==> src/rtl/core/cbfd_pkg.sv <==
// Shared types and constants for the byte-offset image decoder.
`timescale 1ns / 1ps
`default_nettype none

package cbfd_pkg;

  localparam int unsigned CNT_W = 25;

  // data signature that opens the binary section
  localparam logic [7:0] SIG_0 = 8'h0C;
  localparam logic [7:0] SIG_1 = 8'h1A;
  localparam logic [7:0] SIG_2 = 8'h04;
  localparam logic [7:0] SIG_3 = 8'hD5;

  localparam logic [7:0]  ESC_BYTE = 8'h80;
  localparam logic [15:0] ESC_WORD = 16'h8000;

  // decoder phases
  localparam logic [1:0] PH_HUNT   = 2'd0;
  localparam logic [1:0] PH_DECODE = 2'd1;
  localparam logic [1:0] PH_IDLE   = 2'd2;

  // result status codes
  localparam logic [1:0] ST_PIXEL = 2'd0;
  localparam logic [1:0] ST_TRUNC = 2'd1;

  typedef struct packed {
    logic signed [31:0] pixel_value;
    logic [1:0]         status;
    logic               last_pixel;
  } cbfd_result_t;

  function automatic logic [7:0] sig_byte(input logic [1:0] pos);
    logic [7:0] b;
    case (pos)
      2'd0:    b = SIG_0;
      2'd1:    b = SIG_1;
      2'd2:    b = SIG_2;
      default: b = SIG_3;
    endcase
    return b;
  endfunction

endpackage

`default_nettype wire

==> src/rtl/core/cbfd_core.sv <==
// Signature hunt, code decoder and running-value accumulator.
`timescale 1ns / 1ps
`default_nettype none

module cbfd_core
  import cbfd_pkg::*;
(
  input  wire logic             clk,
  input  wire logic             rst_n,
  input  wire logic             step,
  input  wire logic [7:0]       data_byte,
  input  wire logic             file_start,
  input  wire logic             file_end,
  input  wire logic [CNT_W-1:0] pixel_count,
  output logic                  res_valid,
  output cbfd_result_t          res
);

  logic [1:0]       phase_r, phase_nxt;
  logic [1:0]       sm_r, sm_nxt;
  logic [2:0]       idx_r, idx_nxt;
  logic [23:0]      shift_r, shift_nxt;
  logic [31:0]      run_r, run_nxt;
  logic [CNT_W-1:0] done_r, done_nxt;

  logic [CNT_W-1:0] cnt_eff;
  logic [31:0]      delta;
  logic [15:0]      word16;
  logic             have_pix;
  logic             last;
  logic             trunc;

  assign cnt_eff = (pixel_count == '0) ? CNT_W'(1) : pixel_count;
  assign word16  = {data_byte, shift_r[7:0]};

  always_comb begin
    phase_nxt = phase_r;
    sm_nxt    = sm_r;
    idx_nxt   = idx_r;
    shift_nxt = shift_r;
    run_nxt   = run_r;
    done_nxt  = done_r;
    delta     = '0;
    have_pix  = 1'b0;
    last      = 1'b0;
    trunc     = 1'b0;

    if (file_start) begin
      phase_nxt = PH_HUNT;
      sm_nxt    = '0;
      idx_nxt   = '0;
      shift_nxt = '0;
      run_nxt   = '0;
      done_nxt  = '0;
    end

    case (phase_nxt)
      PH_HUNT: begin
        if (data_byte == sig_byte(sm_nxt)) begin
          if (sm_nxt == 2'd3) begin
            sm_nxt    = '0;
            phase_nxt = PH_DECODE;
          end else begin
            sm_nxt = sm_nxt + 2'd1;
          end
        end else begin
          sm_nxt = (data_byte == SIG_0) ? 2'd1 : 2'd0;
        end
      end
      PH_DECODE: begin
        case (idx_nxt)
          3'd0: begin
            if (data_byte != ESC_BYTE) begin
              delta    = {{24{data_byte[7]}}, data_byte};
              have_pix = 1'b1;
            end else begin
              shift_nxt = '0;
              idx_nxt   = 3'd1;
            end
          end
          3'd1: begin
            shift_nxt = {16'd0, data_byte};
            idx_nxt   = 3'd2;
          end
          3'd2: begin
            shift_nxt = '0;
            if (word16 != ESC_WORD) begin
              delta    = {{16{word16[15]}}, word16};
              have_pix = 1'b1;
              idx_nxt  = 3'd0;
            end else begin
              idx_nxt = 3'd3;
            end
          end
          3'd3: begin
            shift_nxt[7:0] = data_byte;
            idx_nxt        = 3'd4;
          end
          3'd4: begin
            shift_nxt[15:8] = data_byte;
            idx_nxt         = 3'd5;
          end
          3'd5: begin
            shift_nxt[23:16] = data_byte;
            idx_nxt          = 3'd6;
          end
          default: begin
            // final byte of the 32-bit escape
            delta     = {data_byte, shift_nxt};
            have_pix  = 1'b1;
            idx_nxt   = 3'd0;
            shift_nxt = '0;
          end
        endcase
        if (have_pix) begin
          run_nxt  = run_nxt + delta;
          done_nxt = done_nxt + CNT_W'(1);
          if (done_nxt >= cnt_eff || done_nxt == '0) begin
            last      = 1'b1;
            phase_nxt = PH_IDLE;
          end
        end
      end
      default: ;
    endcase

    if (file_end) begin
      trunc     = (phase_nxt != PH_IDLE);
      phase_nxt = PH_IDLE;
    end
  end

  assign res_valid = step && (have_pix || trunc);

  always_comb begin
    if (trunc) begin
      res.pixel_value = '0;
      res.status      = ST_TRUNC;
      res.last_pixel  = 1'b0;
    end else begin
      res.pixel_value = run_nxt;
      res.status      = ST_PIXEL;
      res.last_pixel  = last;
    end
  end

  always_ff @(posedge clk) begin
    if (!rst_n) begin
      phase_r <= PH_HUNT;
      sm_r    <= '0;
      idx_r   <= '0;
      shift_r <= '0;
      run_r   <= '0;
      done_r  <= '0;
    end else if (step) begin
      phase_r <= phase_nxt;
      sm_r    <= sm_nxt;
      idx_r   <= idx_nxt;
      shift_r <= shift_nxt;
      run_r   <= run_nxt;
      done_r  <= done_nxt;
    end
  end

  a_last_goes_idle: assert property (@(posedge clk) disable iff (!rst_n)
    step && res_valid && res.last_pixel |=> phase_r == PH_IDLE)
    else $error("last pixel did not close the image");

  a_pixel_from_decode: assert property (@(posedge clk) disable iff (!rst_n)
    step && res_valid && res.status == ST_PIXEL |-> phase_r == PH_DECODE && !file_start)
    else $error("pixel emitted outside decode phase");

endmodule

`default_nettype wire

==> src/rtl/core/cbf_byte_offset_decoder.sv <==
// Top level: byte-offset image decoder with stream ports and a result skid stage.
//
//  channel | dir | handshake                | payload
//  --------+-----+--------------------------+-------------------------------------------
//  in_     | in  | in_tvalid / in_tready    | tdata: data_byte; tuser: file_start;
//          |     |                          | tlast: file_end
//  out_    | out | out_tvalid / out_tready  | tdata: pixel_value; tuser: status;
//          |     |                          | tlast: last_pixel
//  cfg_    | in  | cfg_valid / cfg_ready    | cfg_data: pixel_count (always ready)
//
// One byte is taken per cycle while in_tready is high; decode and the single
// 32-bit accumulate add sit between the core state registers and the result
// register, so a result is registered into out_r, or into skid_r while the head waits.
// A two-entry result stage (output register plus skid) keeps in_tready high
// while one result waits; in_tready drops only when both entries are full.
// Synchronous active-low reset returns the decoder to signature hunt and sets
// pixel_count to 1. Bytes before any file_start count as a new file.
`timescale 1ns / 1ps
`default_nettype none

module cbf_byte_offset_decoder
  import cbfd_pkg::*;
(
  input  wire logic             clk,
  input  wire logic             rst_n,
  // input requests
  input  wire logic             in_tvalid,
  output logic                  in_tready,
  input  wire logic [7:0]       in_tdata,   // [7:0] data_byte
  input  wire logic [0:0]       in_tuser,   // [0] file_start
  input  wire logic             in_tlast,   // file_end
  // results
  output logic                  out_tvalid,
  input  wire logic             out_tready,
  output logic [31:0]           out_tdata,  // [31:0] pixel_value
  output logic [1:0]            out_tuser,  // [1:0] status
  output logic                  out_tlast,  // last_pixel
  // configuration
  input  wire logic             cfg_valid,
  output logic                  cfg_ready,
  input  wire logic [CNT_W-1:0] cfg_data    // pixel_count
);

  logic [CNT_W-1:0] pix_cnt_r;
  logic             step;
  logic             res_valid;
  cbfd_result_t     res;

  cbfd_result_t     out_r;
  logic             out_v_r;
  cbfd_result_t     skid_r;
  logic             skid_v_r;
  logic             pop;

  assign cfg_ready = 1'b1;
  assign in_tready = !skid_v_r;
  assign step      = in_tvalid && in_tready;
  assign pop       = out_v_r && out_tready;

  always_ff @(posedge clk) begin
    if (!rst_n) begin
      pix_cnt_r <= CNT_W'(1);
    end else if (cfg_valid && cfg_ready) begin
      pix_cnt_r <= cfg_data;
    end
  end

  cbfd_core u_core (
    .clk         (clk),
    .rst_n       (rst_n),
    .step        (step),
    .data_byte   (in_tdata),
    .file_start  (in_tuser[0]),
    .file_end    (in_tlast),
    .pixel_count (pix_cnt_r),
    .res_valid   (res_valid),
    .res         (res)
  );

  // two-entry result queue: out_r is the head, skid_r holds the overflow
  always_ff @(posedge clk) begin
    if (!rst_n) begin
      out_v_r  <= 1'b0;
      skid_v_r <= 1'b0;
    end else if (!out_v_r || pop) begin
      if (skid_v_r) begin
        out_v_r  <= 1'b1;
        skid_v_r <= 1'b0;
      end else begin
        out_v_r <= res_valid;
      end
    end else if (res_valid) begin
      skid_v_r <= 1'b1;
    end
  end

  always_ff @(posedge clk) begin
    if (!out_v_r || pop) begin
      out_r <= skid_v_r ? skid_r : res;
    end
    if (out_v_r && !pop && res_valid) begin
      skid_r <= res;
    end
  end

  assign out_tvalid = out_v_r;
  assign out_tdata  = out_r.pixel_value;
  assign out_tuser  = out_r.status;
  assign out_tlast  = out_r.last_pixel;

  a_skid_behind_head: assert property (@(posedge clk) disable iff (!rst_n)
    skid_v_r |-> out_v_r)
    else $error("skid entry held while head empty");

  a_trunc_payload: assert property (@(posedge clk) disable iff (!rst_n)
    out_tvalid && out_tuser == ST_TRUNC |-> out_tdata == '0 && !out_tlast)
    else $error("truncation result carries pixel payload");

endmodule

`default_nettype wire
==> config.mk <==
export PLATFORM = sky130hd
export DESIGN_NAME = cbf_byte_offset_decoder
export DESIGN_NICKNAME = d
export VERILOG_FILES = /design/src/rtl/core/cbfd_pkg.sv /design/src/rtl/core/cbfd_core.sv /design/src/rtl/core/cbf_byte_offset_decoder.sv
export SDC_FILE = /design/constraint.sdc
export NUM_CORES = 1
export LEC_CHECK = 0
export ABC_AREA = 1
export BUFFER_PORTS_ARGS = -buffer_cell sky130_fd_sc_hd__buf_2
export CAP_MARGIN = 20
export CORE_MARGIN = 2
export CORE_UTILIZATION = 37
export DETAILED_ROUTE_END_ITERATION = 10
export HOLD_SLACK_MARGIN = 0.12
export PLACE_DENSITY = 0.55
export SETUP_SLACK_MARGIN = 0.4
export SYNTH_ARGS = -nofsm -noshare
export SYNTH_HDL_FRONTEND = slang
export SYNTH_SLANG_ARGS = --single-unit
==> constraint.sdc <==
create_clock -name clk -period 7.3 [get_ports clk]
set_input_delay 0.365 -clock clk [delete_from_list [all_inputs] [get_ports clk]]
set_output_delay 0.365 -clock clk [all_outputs]
set_load 0.02 [all_outputs]
==> results.json, run 1 <==
{
  "cts_resized": 0,
  "hpwlAfterDp_um": 24800,
  "yosysWarningCount": 0,
  "p_leak_nw": 6.10,
  "n_antenna_cell": 0,
  "switching_share_pct": 28.4,
  "nFillCells": 3287,
  "cts_hold_buf": 2,
  "synthTopCellsByArea": "dfxtp_1 (19%), edfxtp_1 (17%), nand2_1 (11%)",
  "chipHeight_um": 184,
  "place_inst": 2175,
  "grt_pass1_vias": 10800,
  "crit_fanout": 34,
  "criticalPathCategory": "input pin to register",
  "via_per_inst": 5.12,
  "ir_drop_mv": 0.169,
  "hold_class": "input pin to register",
  "clkPwrFrac_pct": 41.6,
  "grt_overflow": 0,
  "nNetsFinal": 1862,
  "cp_slowest_cell": "nor2_4",
  "cts_made_buffers": 17,
  "initial_core_util_pct": 37.8,
  "synth_top_area_share_pct": 19.2,
  "antenna_found_initial": 0,
  "seq_area_frac_synth_pct": 36.2,
  "synth.avg_cell_area_um2": 6.94,
  "cp_top_family": "simple AND/OR/NAND/NOR gates",
  "num_rows": 65,
  "grt_first_pass_wirelength_um": 56200,
  "slew-limit-headroom_pct": 24.5,
  "clock_path_buffers": 2,
  "powerDensity_mw_per_mm2": 197,
  "crit_buf_inv": 5,
  "ant_nets": 0,
  "setup_viol": 0,
  "clock-sinks": 183,
  "io_buffers": 75,
  "synth_cell_types": 53,
  "htreeDepth": 4,
  "pwr-share-seq_pct": 42.7,
  "fin_worst_skew_ns": 0.0150,
  "fin_tns_setup_ns": 0,
  "syn-num-nets": 1830,
  "hold_violations": 0,
  "fmax_ghz": 0.189,
  "post-route-min-period_ns": 5.28,
  "drt-total-wl_um": 34600,
  "gp_congestion": 0.922,
  "rsz0062_at_grt": "false",
  "ios": 78,
  "clk_latency_ns": 0.46,
  "drc": 0,
  "hold_start": "out_tready",
  "die_width_um": 184,
  "utilization_pct": 42.2,
  "power_switching_mw": 0.749,
  "p_comb_share_pct": 15.7,
  "drv_slew": 0,
  "startpoint": "in_tuser",
  "cap_violations": 0,
  "firstDrtPassIters": 7,
  "required_ns": 7.37,
  "cp-end-kind": "register",
  "final.period_utilization_pct": 72.3,
  "yosys.area.top_type": "dfxtp_1",
  "ys_ff_latch": 183,
  "cts_tree": "done",
  "clk_pin_slew_ns": 0.07,
  "arrival_ns": 5.35,
  "core_mm2": 0.0318,
  "grt_max_degree": 81,
  "outcome": "completed",
  "grtUsageTotal_pct": 21.1,
  "timing.rr.start": "u_core.idx_r[1]",
  "max_stage_delay_ns": 0.79,
  "via_count": 11300,
  "drive_gt1_share_pct": 9.63,
  "area_growth_pct": 11.7,
  "cts_setup_buffers": 0,
  "die-area_mm2": 0.0339,
  "worstMarginPinSlew_ns": 1.12,
  "syn_inst": 1730,
  "path_common_cell": "nand2_1",
  "instances_no_fill": 2210,
  "cts-root-buf": "clkbuf_16",
  "intPower_mw": 1.89,
  "drt_iter0_drc": 814,
  "wl_per_cell_um": 15.6,
  "cp-start-kind": "input pin",
  "synth.cell_area_mm2": 0.0120
}
==> final cells by class <==
class,instances,area [µm²],share of cell area [%]
clock inverter,15,260,1.94
multi-input combinational,1214,6380,47.5
inverter,256,961,7.16
tap,435,544,4.05
timing repair buffer,90,505,3.77
sequential,183,4350,32.4
clock buffer,17,425,3.17
==> per-layer routing <==
metal / vias up / routed length (µm) / GRT usage (%) / part of all wire (%)
met4: 0 / 1130 / 8.74 / 3.3
met2: 320 / 16100 / 35.6 / 47
met5: - / 0 / 0 / 0
li1: 5850 / - / - / -
met3: 59 / 1490 / 3.08 / 4.3
met1: 5087 / 15800 / 27.0 / 46
==> final timing paths <==
path	endpoint	slack [ns]	cells after the start
max	skid_r[16]	2.02	28
min	skid_v_r	0.18	4
max reg2reg	out_tdata[29]	2.03	20
min reg2reg	u_core.run_r[7]	0.47	2
==> synth_stat cells, drive strengths merged <==
library cell / instances
nand2: 370
inv: 254
nor2: 182
o21ai: 182
a21oi: 170
dfxtp: 115
nand3: 71
edfxtp: 68
ha: 59
clkbuf: 57
a31oi: 25
a221oi: 23
buf: 20
nand4: 20
o22ai: 14
nor3: 10
xnor2: 10
nor4: 9
o32ai: 9
or2: 9
a22oi: 7
o211ai: 6
xor2: 6
a211oi: 4
nand3b: 4
o21bai: 4
a21o: 3
o21a: 3
and2: 2
clkinv: 2
conb: 2
o2111ai: 2
o31ai: 2
a21boi: 1
a41o: 1
fa: 1
nor3b: 1
o221a: 1
o221ai: 1
==> registers in the layout, indices dropped and copies added (netlist names) <==
| name | count |
|---|---|
| u_core.done_r | 25 |
| skid_v_r | 1 |
| out_tuser | 1 |
| u_core.sm_r | 2 |
| out_tvalid | 1 |
| u_core.run_r | 32 |
| pix_cnt_r | 25 |
| u_core.phase_r | 2 |
| out_tdata | 32 |
| u_core.idx_r | 3 |
| out_tlast | 1 |
| u_core.shift_r | 24 |
| skid_r | 34 |
==> worst min-delay path, cell delays in order <==
cell and delay [ns]:
buf_2 0.08, nor2_1 0.07, nand2_1 0.06, a21oi_1 0.03
==> placed cells by master (no fill, tap or decap), drive strengths merged, types with 6 or more instances in the layout <==
master,n
xnor2,10
inv,260
dfxtp,115
a22oi,7
nor3,10
nor4,9
ha,59
clkbuf,17
o22ai,14
nand2,370
nand4,20
nand3,71
o21ai,182
nor2,182
a221oi,23
a31oi,25
o32ai,9
a21oi,170
edfxtp,68
xor2,6
bufinv,6
o211ai,6
or2,9
buf,88
==> kinds of logic after synthesis <==
logic type,count (synthesis),share of synthesized area [%]
DFF,183,36.2
other,2,0.0625
xor gates and xnor gates,16,1.17
adders and majority gates,60,6.31
buffers and inverters,333,10.9
AOI/OAI and AO/OA,458,21.4
and+or+nand+nor,678,24.0
==> through the flow <==
step           setup slack (ns)  hold WS [ns]  area [µm²]  power, mW
2_1_floorplan              1.81         0.436       12000       1.45
5_1_grt                    1.49         0.195       13400       2.76
6_report                   2.02         0.181       13400       2.64
3_5_place_dp               1.55         0.458       12700       1.56
4_1_cts                    2.02         0.154       13400       2.67
3_3_place_gp               1.57         0.448       12700       1.56
==> power groups by stage <==
stage               logic (mW)  registers [mW]  clock network (mW)
floorplan                0.284            1.16                   0
global placement         0.409            1.15                   0
detailed placement       0.410            1.15                   0
CTS                      0.413            1.13                1.13
global route             0.472            1.13                1.16
finish                   0.415            1.13                1.10
(Power assumes the default switching activity.)
==> inputs of run 2 (changes only) <==
ABC_AREA = 0   (was 1)
clock period = 5.54 ns   (was 7.3 ns; I/O delays follow)
==> run 2 against run 1 <==
  * Clock power grew 11%
  * Critical path depth shrank 11
  * Sequential share of layout area rose by 1.0 points
  * Count of clock-buffer cells in the layout grew 1
  * Total power up 17%
  * Global-route usage decreased by 1.5 points
  * Combinational power is essentially flat
  * Sequential cell count unchanged
  * Synthesized area decreased by 4.3%
  * Worst hold slack lost 0.025 ns
==> results.json, run 2 <==
{
  "fin_worst_skew_ns": 0.0142,
  "slew-limit-headroom_pct": 36.9,
  "drt_iter0_drc": 851,
  "synth_edf_count": 68,
  "clock_path_buffers": 2,
  "cts_tree": "done",
  "ys_async_sr_fraction_pct": 0,
  "num_rows": 64,
  "fin_tns_setup_ns": 0,
  "synth.avg_cell_area_um2": 8.54,
  "yosys.area.top_type": "dfxtp_1",
  "rsz0062_at_grt": "false",
  "post-route-min-period_ns": 4.78,
  "largest-register": "skid_r",
  "cts_made_buffers": 17,
  "initial_core_util_pct": 37.6,
  "synth_top_family_by_area": "compound AO/OA/AOI/OAI gates",
  "cts-root-buf": "clkbuf_16",
  "hpwlAfterDp_um": 22200,
  "final.period_utilization_pct": 86.3,
  "synthSimpleGateAreaFrac_pct": 21.2,
  "wl_per_cell_um": 17.7,
  "total_power_mw": 3.09,
  "ys_top_cells_by_count": "nor2_1 (204), dfxtp_1 (115), nand2_1 (98)",
  "ir_drop_mv": 0.220,
  "die_width_um": 180,
  "final.setup.worst_slack_ns": 0.756,
  "n_antenna_cell": 0,
  "nNetsFinal": 1487,
  "gp_congestion": 0.876,
  "htreeDepth": 4,
  "hold_violations": 0,
  "die-area_mm2": 0.0325,
  "whs_ns": 0.156,
  "synth.cell_area_mm2": 0.0115,
  "synth_cell_types": 72,
  "seq_area_frac_synth_pct": 37.8,
  "powerDensity_mw_per_mm2": 237,
  "largest_reg_flops": 34,
  "drive_gt1_share_pct": 12.9,
  "grtUsageTotal_pct": 19.6,
  "io_buffers": 75,
  "ant_nets": 0,
  "area_growth_pct": 13.2,
  "syn-num-nets": 1447,
  "place_ws_ns": 0.385,
  "criticalPathCategory": "register to register",
  "ys_ff_latch": 183,
  "via_count": 10000,
  "final_cell_mix": "nor2_1 (204), dfxtp_1 (114), nand2_1 (98), a21oi_1 (95), buf_2 (74)",
  "nFillCells": 3038,
  "crit_fanout": 10,
  "synthTopCellsByArea": "dfxtp_1 (20%), edfxtp_1 (18%), nor2_1 (6.7%)",
  "cap_violations": 0,
  "clk_latency_ns": 0.45,
  "required_ns": 5.80,
  "drv_slew": 0,
  "yosysWarningCount": 0,
  "drt-total-wl_um": 31900,
  "syn_inst": 1347,
  "arrival_ns": 5.04,
  "synth_xor_area_share_pct": 3.12,
  "cp-start-kind": "register",
  "final_common_cell": "nor2_1",
  "chipHeight_um": 180,
  "hold_start": "rst_n",
  "utilization_pct": 42.6,
  "synth.most_common_cell": "nor2_1",
  "clock-sinks": 183,
  "synthAdderAreaFrac_pct": 6.59,
  "startpoint": "u_core.idx_r[1]",
  "antenna_found_initial": 0,
  "synth_compound_area_share_pct": 22.5,
  "ios": 78,
  "hold_class": "input pin to register",
  "grt_max_degree": 68,
  "setup_viol": 0,
  "outcome": "completed",
  "worstMarginPinSlew_ns": 0.946,
  "grt_first_pass_wirelength_um": 51500,
  "ys.flop_type": "dfxtp_1",
  "timing.rr.start": "u_core.idx_r[1]",
  "grt_pass1_vias": 9373,
  "firstDrtPassIters": 6,
  "clk_pin_slew_ns": 0.08,
  "p_leak_nw": 5.07,
  "core_mm2": 0.0306,
  "synth_top_area_share_pct": 20.0,
  "grt_overflow": 0,
  "fmax_ghz": 0.209,
  "synthMuxAreaShare_pct": 3.61,
  "cp-end-kind": "register",
  "drc": 0,
  "via_per_inst": 5.59
}
-- run 2: critical path, cell delays in order (launching register included) --
cell and delay, ns:
dfxtp_1 0.46, inv_1 0.14, nor2_1 0.30, a31o_2 0.33, a22o_1 0.20, ha_1 0.23, inv_1 0.07, fa_1 0.38
nand2b_1 0.20, a21oi_1 0.31, o41ai_2 0.17, o31ai_2 0.41, o31ai_1 0.14, buf_4 0.18, o311ai_0 0.38, xor2_1 0.25
mux2i_1 0.16, o31ai_2 0.27
-- run 2: per-stage QoR --
step / cell area [µm²] / instances
final: 13000 / 1796
after global routing: 13000 / 1796
after CTS: 13000 / 1796
after detailed placement: 12100 / 1738
after global placement: 12100 / 1738
after floorplan: 11500 / 1347
-- run 2: report_power, final --
| part | internal (mW) | switching (mW) | total, mW |
|---|---|---|---|
| Combinational | 0.148 | 0.265 | 0.414 |
| Clock | 0.605 | 0.615 | 1.22 |
| Sequential | 1.43 | 0.0204 | 1.45 |
| Total | 2.19 | 0.901 | 3.09 |
-- run 2: cells by family (layout without fill, tap and decap cells) --
family	after synthesis	in the layout
AND/OR/NAND/NOR	508	508
AO/OA/AOI/OAI	368	368
flip-flops	183	183
buffers and inverters	144	197
adder cells (fa/ha/maj)	60	60
XOR/XNOR	41	41
multiplexers	41	41
other	2	2
-- run 2: final timing paths --
check / to / slack (ns) / cells past startpoint
setup / recovery: out_tdata[28] / 0.76 / 17
hold / removal: pix_cnt_r[0] / 0.16 / 2
setup reg to reg: out_tdata[28] / 0.76 / 17
hold reg to reg: u_core.run_r[20] / 0.46 / 2
-- run 2: routing by layer --
| layer | track usage [%] | vias to the layer above | routed length (µm) |
|---|---|---|---|
| met5 | 0 | - | 0 |
| met4 | 4.58 | 0 | 361 |
| met3 | 2.71 | 28 | 1460 |
| met1 | 30.0 | 4809 | 16500 |
| met2 | 28.8 | 240 | 13600 |
| li1 | - | 4970 | - |
-- run 2: repair_timing --
item | 4_1_cts | 5_1_grt
buffers inserted | 0 | 0
setup endpoints to repair | 0 | 19
endpoints found under the hold margin | 26 | 0
hold buffers | 26 | 0
gates resized for setup | 0 | 7
-- run 2: layout make-up --
cell class | count | area, µm² | share of cell area (%)
Clock buffer | 18 | 429 | 3.30
Clock inverter | 14 | 150 | 1.15
Inverter | 48 | 181 | 1.39
Multi-Input combinational cell | 1020 | 6630 | 50.9
Sequential cell | 183 | 4350 | 33.4
Tap cell | 396 | 495 | 3.81
Timing Repair Buffer | 117 | 783 | 6.02
==> inputs of run 3 (changes only) <==
ABC_AREA = 1   (was 0)
==> run 3 against run 2 <==
  * Non-clock buffer count is 1 higher
  * Clock skew grew 0.00088 ns
  * Sequential share of layout area fell by 1.4 points
  * Utilization is 0.18 points higher
  * Critical path depth up 10
  * Fmax up 6.0%
  * Routed wire length grew 10%
  * Total power grew 6.3%
  * Die area increased by 4.4%
==> results.json, run 3 (synthesis gave the netlist of run 1 again) <==
{
  "slew-limit-headroom_pct": 43.4,
  "instances_no_fill": 2239,
  "area_growth_pct": 13.1,
  "crit_fanout": 26,
  "whs_ns": 0.127,
  "gp_congestion": 0.875,
  "cp-end-kind": "register",
  "largest-register": "skid_r",
  "grt_pass1_vias": 11000,
  "utilization_pct": 42.7,
  "die_width_um": 184,
  "hold_violations": 0,
  "drt_iter0_drc": 886,
  "register_area_mm2": 0.00435,
  "p_comb_share_pct": 17.0,
  "arrival_ns": 4.66,
  "power_switching_mw": 1.04,
  "criticalPathCategory": "register to register",
  "cp-start-kind": "register",
  "cts-root-buf": "clkbuf_16",
  "chipHeight_um": 184,
  "ios": 78,
  "place_inst": 2184,
  "nFillCells": 3328,
  "io_buffers": 75,
  "grtUsageTotal_pct": 21.4,
  "post-route-min-period_ns": 4.51,
  "ir_drop_mv": 0.214,
  "intPower_mw": 2.25,
  "drt-total-wl_um": 35100,
  "core_mm2": 0.0318,
  "final_common_cell": "nand2_1",
  "die-area_mm2": 0.0339,
  "clk_pin_slew_ns": 0.08,
  "dpl_cell_area_mm2": 0.0128,
  "hold_class": "input pin to register",
  "fin_worst_skew_ns": 0.0151,
  "grt_overflow": 0,
  "grt_first_pass_wirelength_um": 57400,
  "cts_made_buffers": 17,
  "final.period_utilization_pct": 81.5,
  "clock_path_buffers": 2,
  "multi_input_area_mm2": 0.00638,
  "clock-sinks": 183,
  "setup_viol": 0,
  "powerDensity_mw_per_mm2": 242,
  "via_count": 11500,
  "cap_violations": 0,
  "design_area_mm2": 0.0136,
  "initial_core_util_pct": 37.8,
  "total_power_mw": 3.28,
  "drive_gt1_share_pct": 10.3,
  "num_rows": 65,
  "final.setup.worst_slack_ns": 1.03,
  "place_ws_ns": 0.660,
  "worstMarginPinSlew_ns": 0.849,
  "hpwlAfterDp_um": 25200,
  "htreeDepth": 4,
  "switching_share_pct": 31.6,
  "fmax_ghz": 0.222,
  "rsz0062_at_grt": "false",
  "grt_max_degree": 79,
  "pwr-share-seq_pct": 45.2,
  "ant_nets": 0,
  "clk_latency_ns": 0.45,
  "cts_tree": "done",
  "firstDrtPassIters": 5,
  "largest_reg_flops": 34,
  "antenna_found_initial": 1,
  "drc": 0,
  "final_cell_mix": "nand2_1 (366), inv_1 (243), a21oi_1 (170), nor2_1 (161), o21ai_0 (160)",
  "p_leak_nw": 6.18,
  "required_ns": 5.69,
  "outcome": "completed",
  "clkPwrFrac_pct": 37.8,
  "wl_per_cell_um": 15.7,
  "fin_tns_setup_ns": 0,
  "nNetsFinal": 1890,
  "drv_slew": 0,
  "via_per_inst": 5.12
}
==> run 3: power by group through the flow <==
stage,clock network (mW),registers (mW),logic (mW)
3_5_place_dp,0,1.52,0.544
2_1_floorplan,0,1.53,0.374
4_1_cts,1.27,1.48,0.557
6_report,1.24,1.49,0.558
5_1_grt,1.32,1.49,0.637
3_3_place_gp,0,1.51,0.542
==> run 3: metal layers <==
metal  GRT usage (%)  vias up  wire length (µm)
met5               0        -                 0
met4            7.94        0               962
met3            2.65       52              1430
met2            36.8      263             16700
met1            27.4     5239             16000
li1                -     5900                 -
==> run 3: worst max-delay path: stages, from the launching register on <==
cell      delay, ns
dfxtp_1        0.37
inv_1          0.06
nor2_2         0.26
ha_1           0.28
nand3_1        0.13
nor2_2         0.29
nand2_1        0.16
nand2_1        0.08
nand2_1        0.06
inv_1          0.09
ha_1           0.26
a21oi_1        0.17
o21ai_0        0.11
a21oi_1        0.13
o21ai_0        0.12
nand2_1        0.07
nand4_1        0.07
o21bai_2       0.22
nand2_1        0.07
nand2_1        0.05
nand2_1        0.07
nand2_1        0.06
nand2_1        0.10
nand2_4        0.19
nand2_1        0.11
nand2_1        0.12
nor2_4         0.25
buf_12         0.20
==> run 3: layout make-up <==
| type | count | share of cell area [%] |
|---|---|---|
| Multi-Input combinational cell | 1214 | 47.0 |
| Sequential cell | 183 | 32.0 |
| Inverter | 256 | 7.07 |
| Timing Repair Buffer | 118 | 5.64 |
| Tap cell | 435 | 4.01 |
| Clock buffer | 17 | 3.13 |
| Clock inverter | 15 | 1.16 |
| Antenna cell | 1 | 0.0184 |
==> run 3: path summary, 6_finish.rpt <==
check | startpoint | endpoint | slack [ns] | depth (start not counted)
worst max-delay path | u_core.done_r[0] | skid_r[12] | 1.03 | 27
worst min-delay path | cfg_data[20] | pix_cnt_r[20] | 0.13 | 3
worst max register to register | u_core.done_r[0] | skid_r[12] | 1.03 | 27
worst min register to register | u_core.sm_r[0] | u_core.sm_r[0] | 0.47 | 2
==> run 3: what timing repair did <==
action | 4_1_cts | 5_1_grt
endpoints found under the setup margin | 0 | 34
gates resized for setup | 0 | 1
buffers inserted | 0 | 4
hold endpoints to repair | 16 | 0
hold buffers | 17 | 0
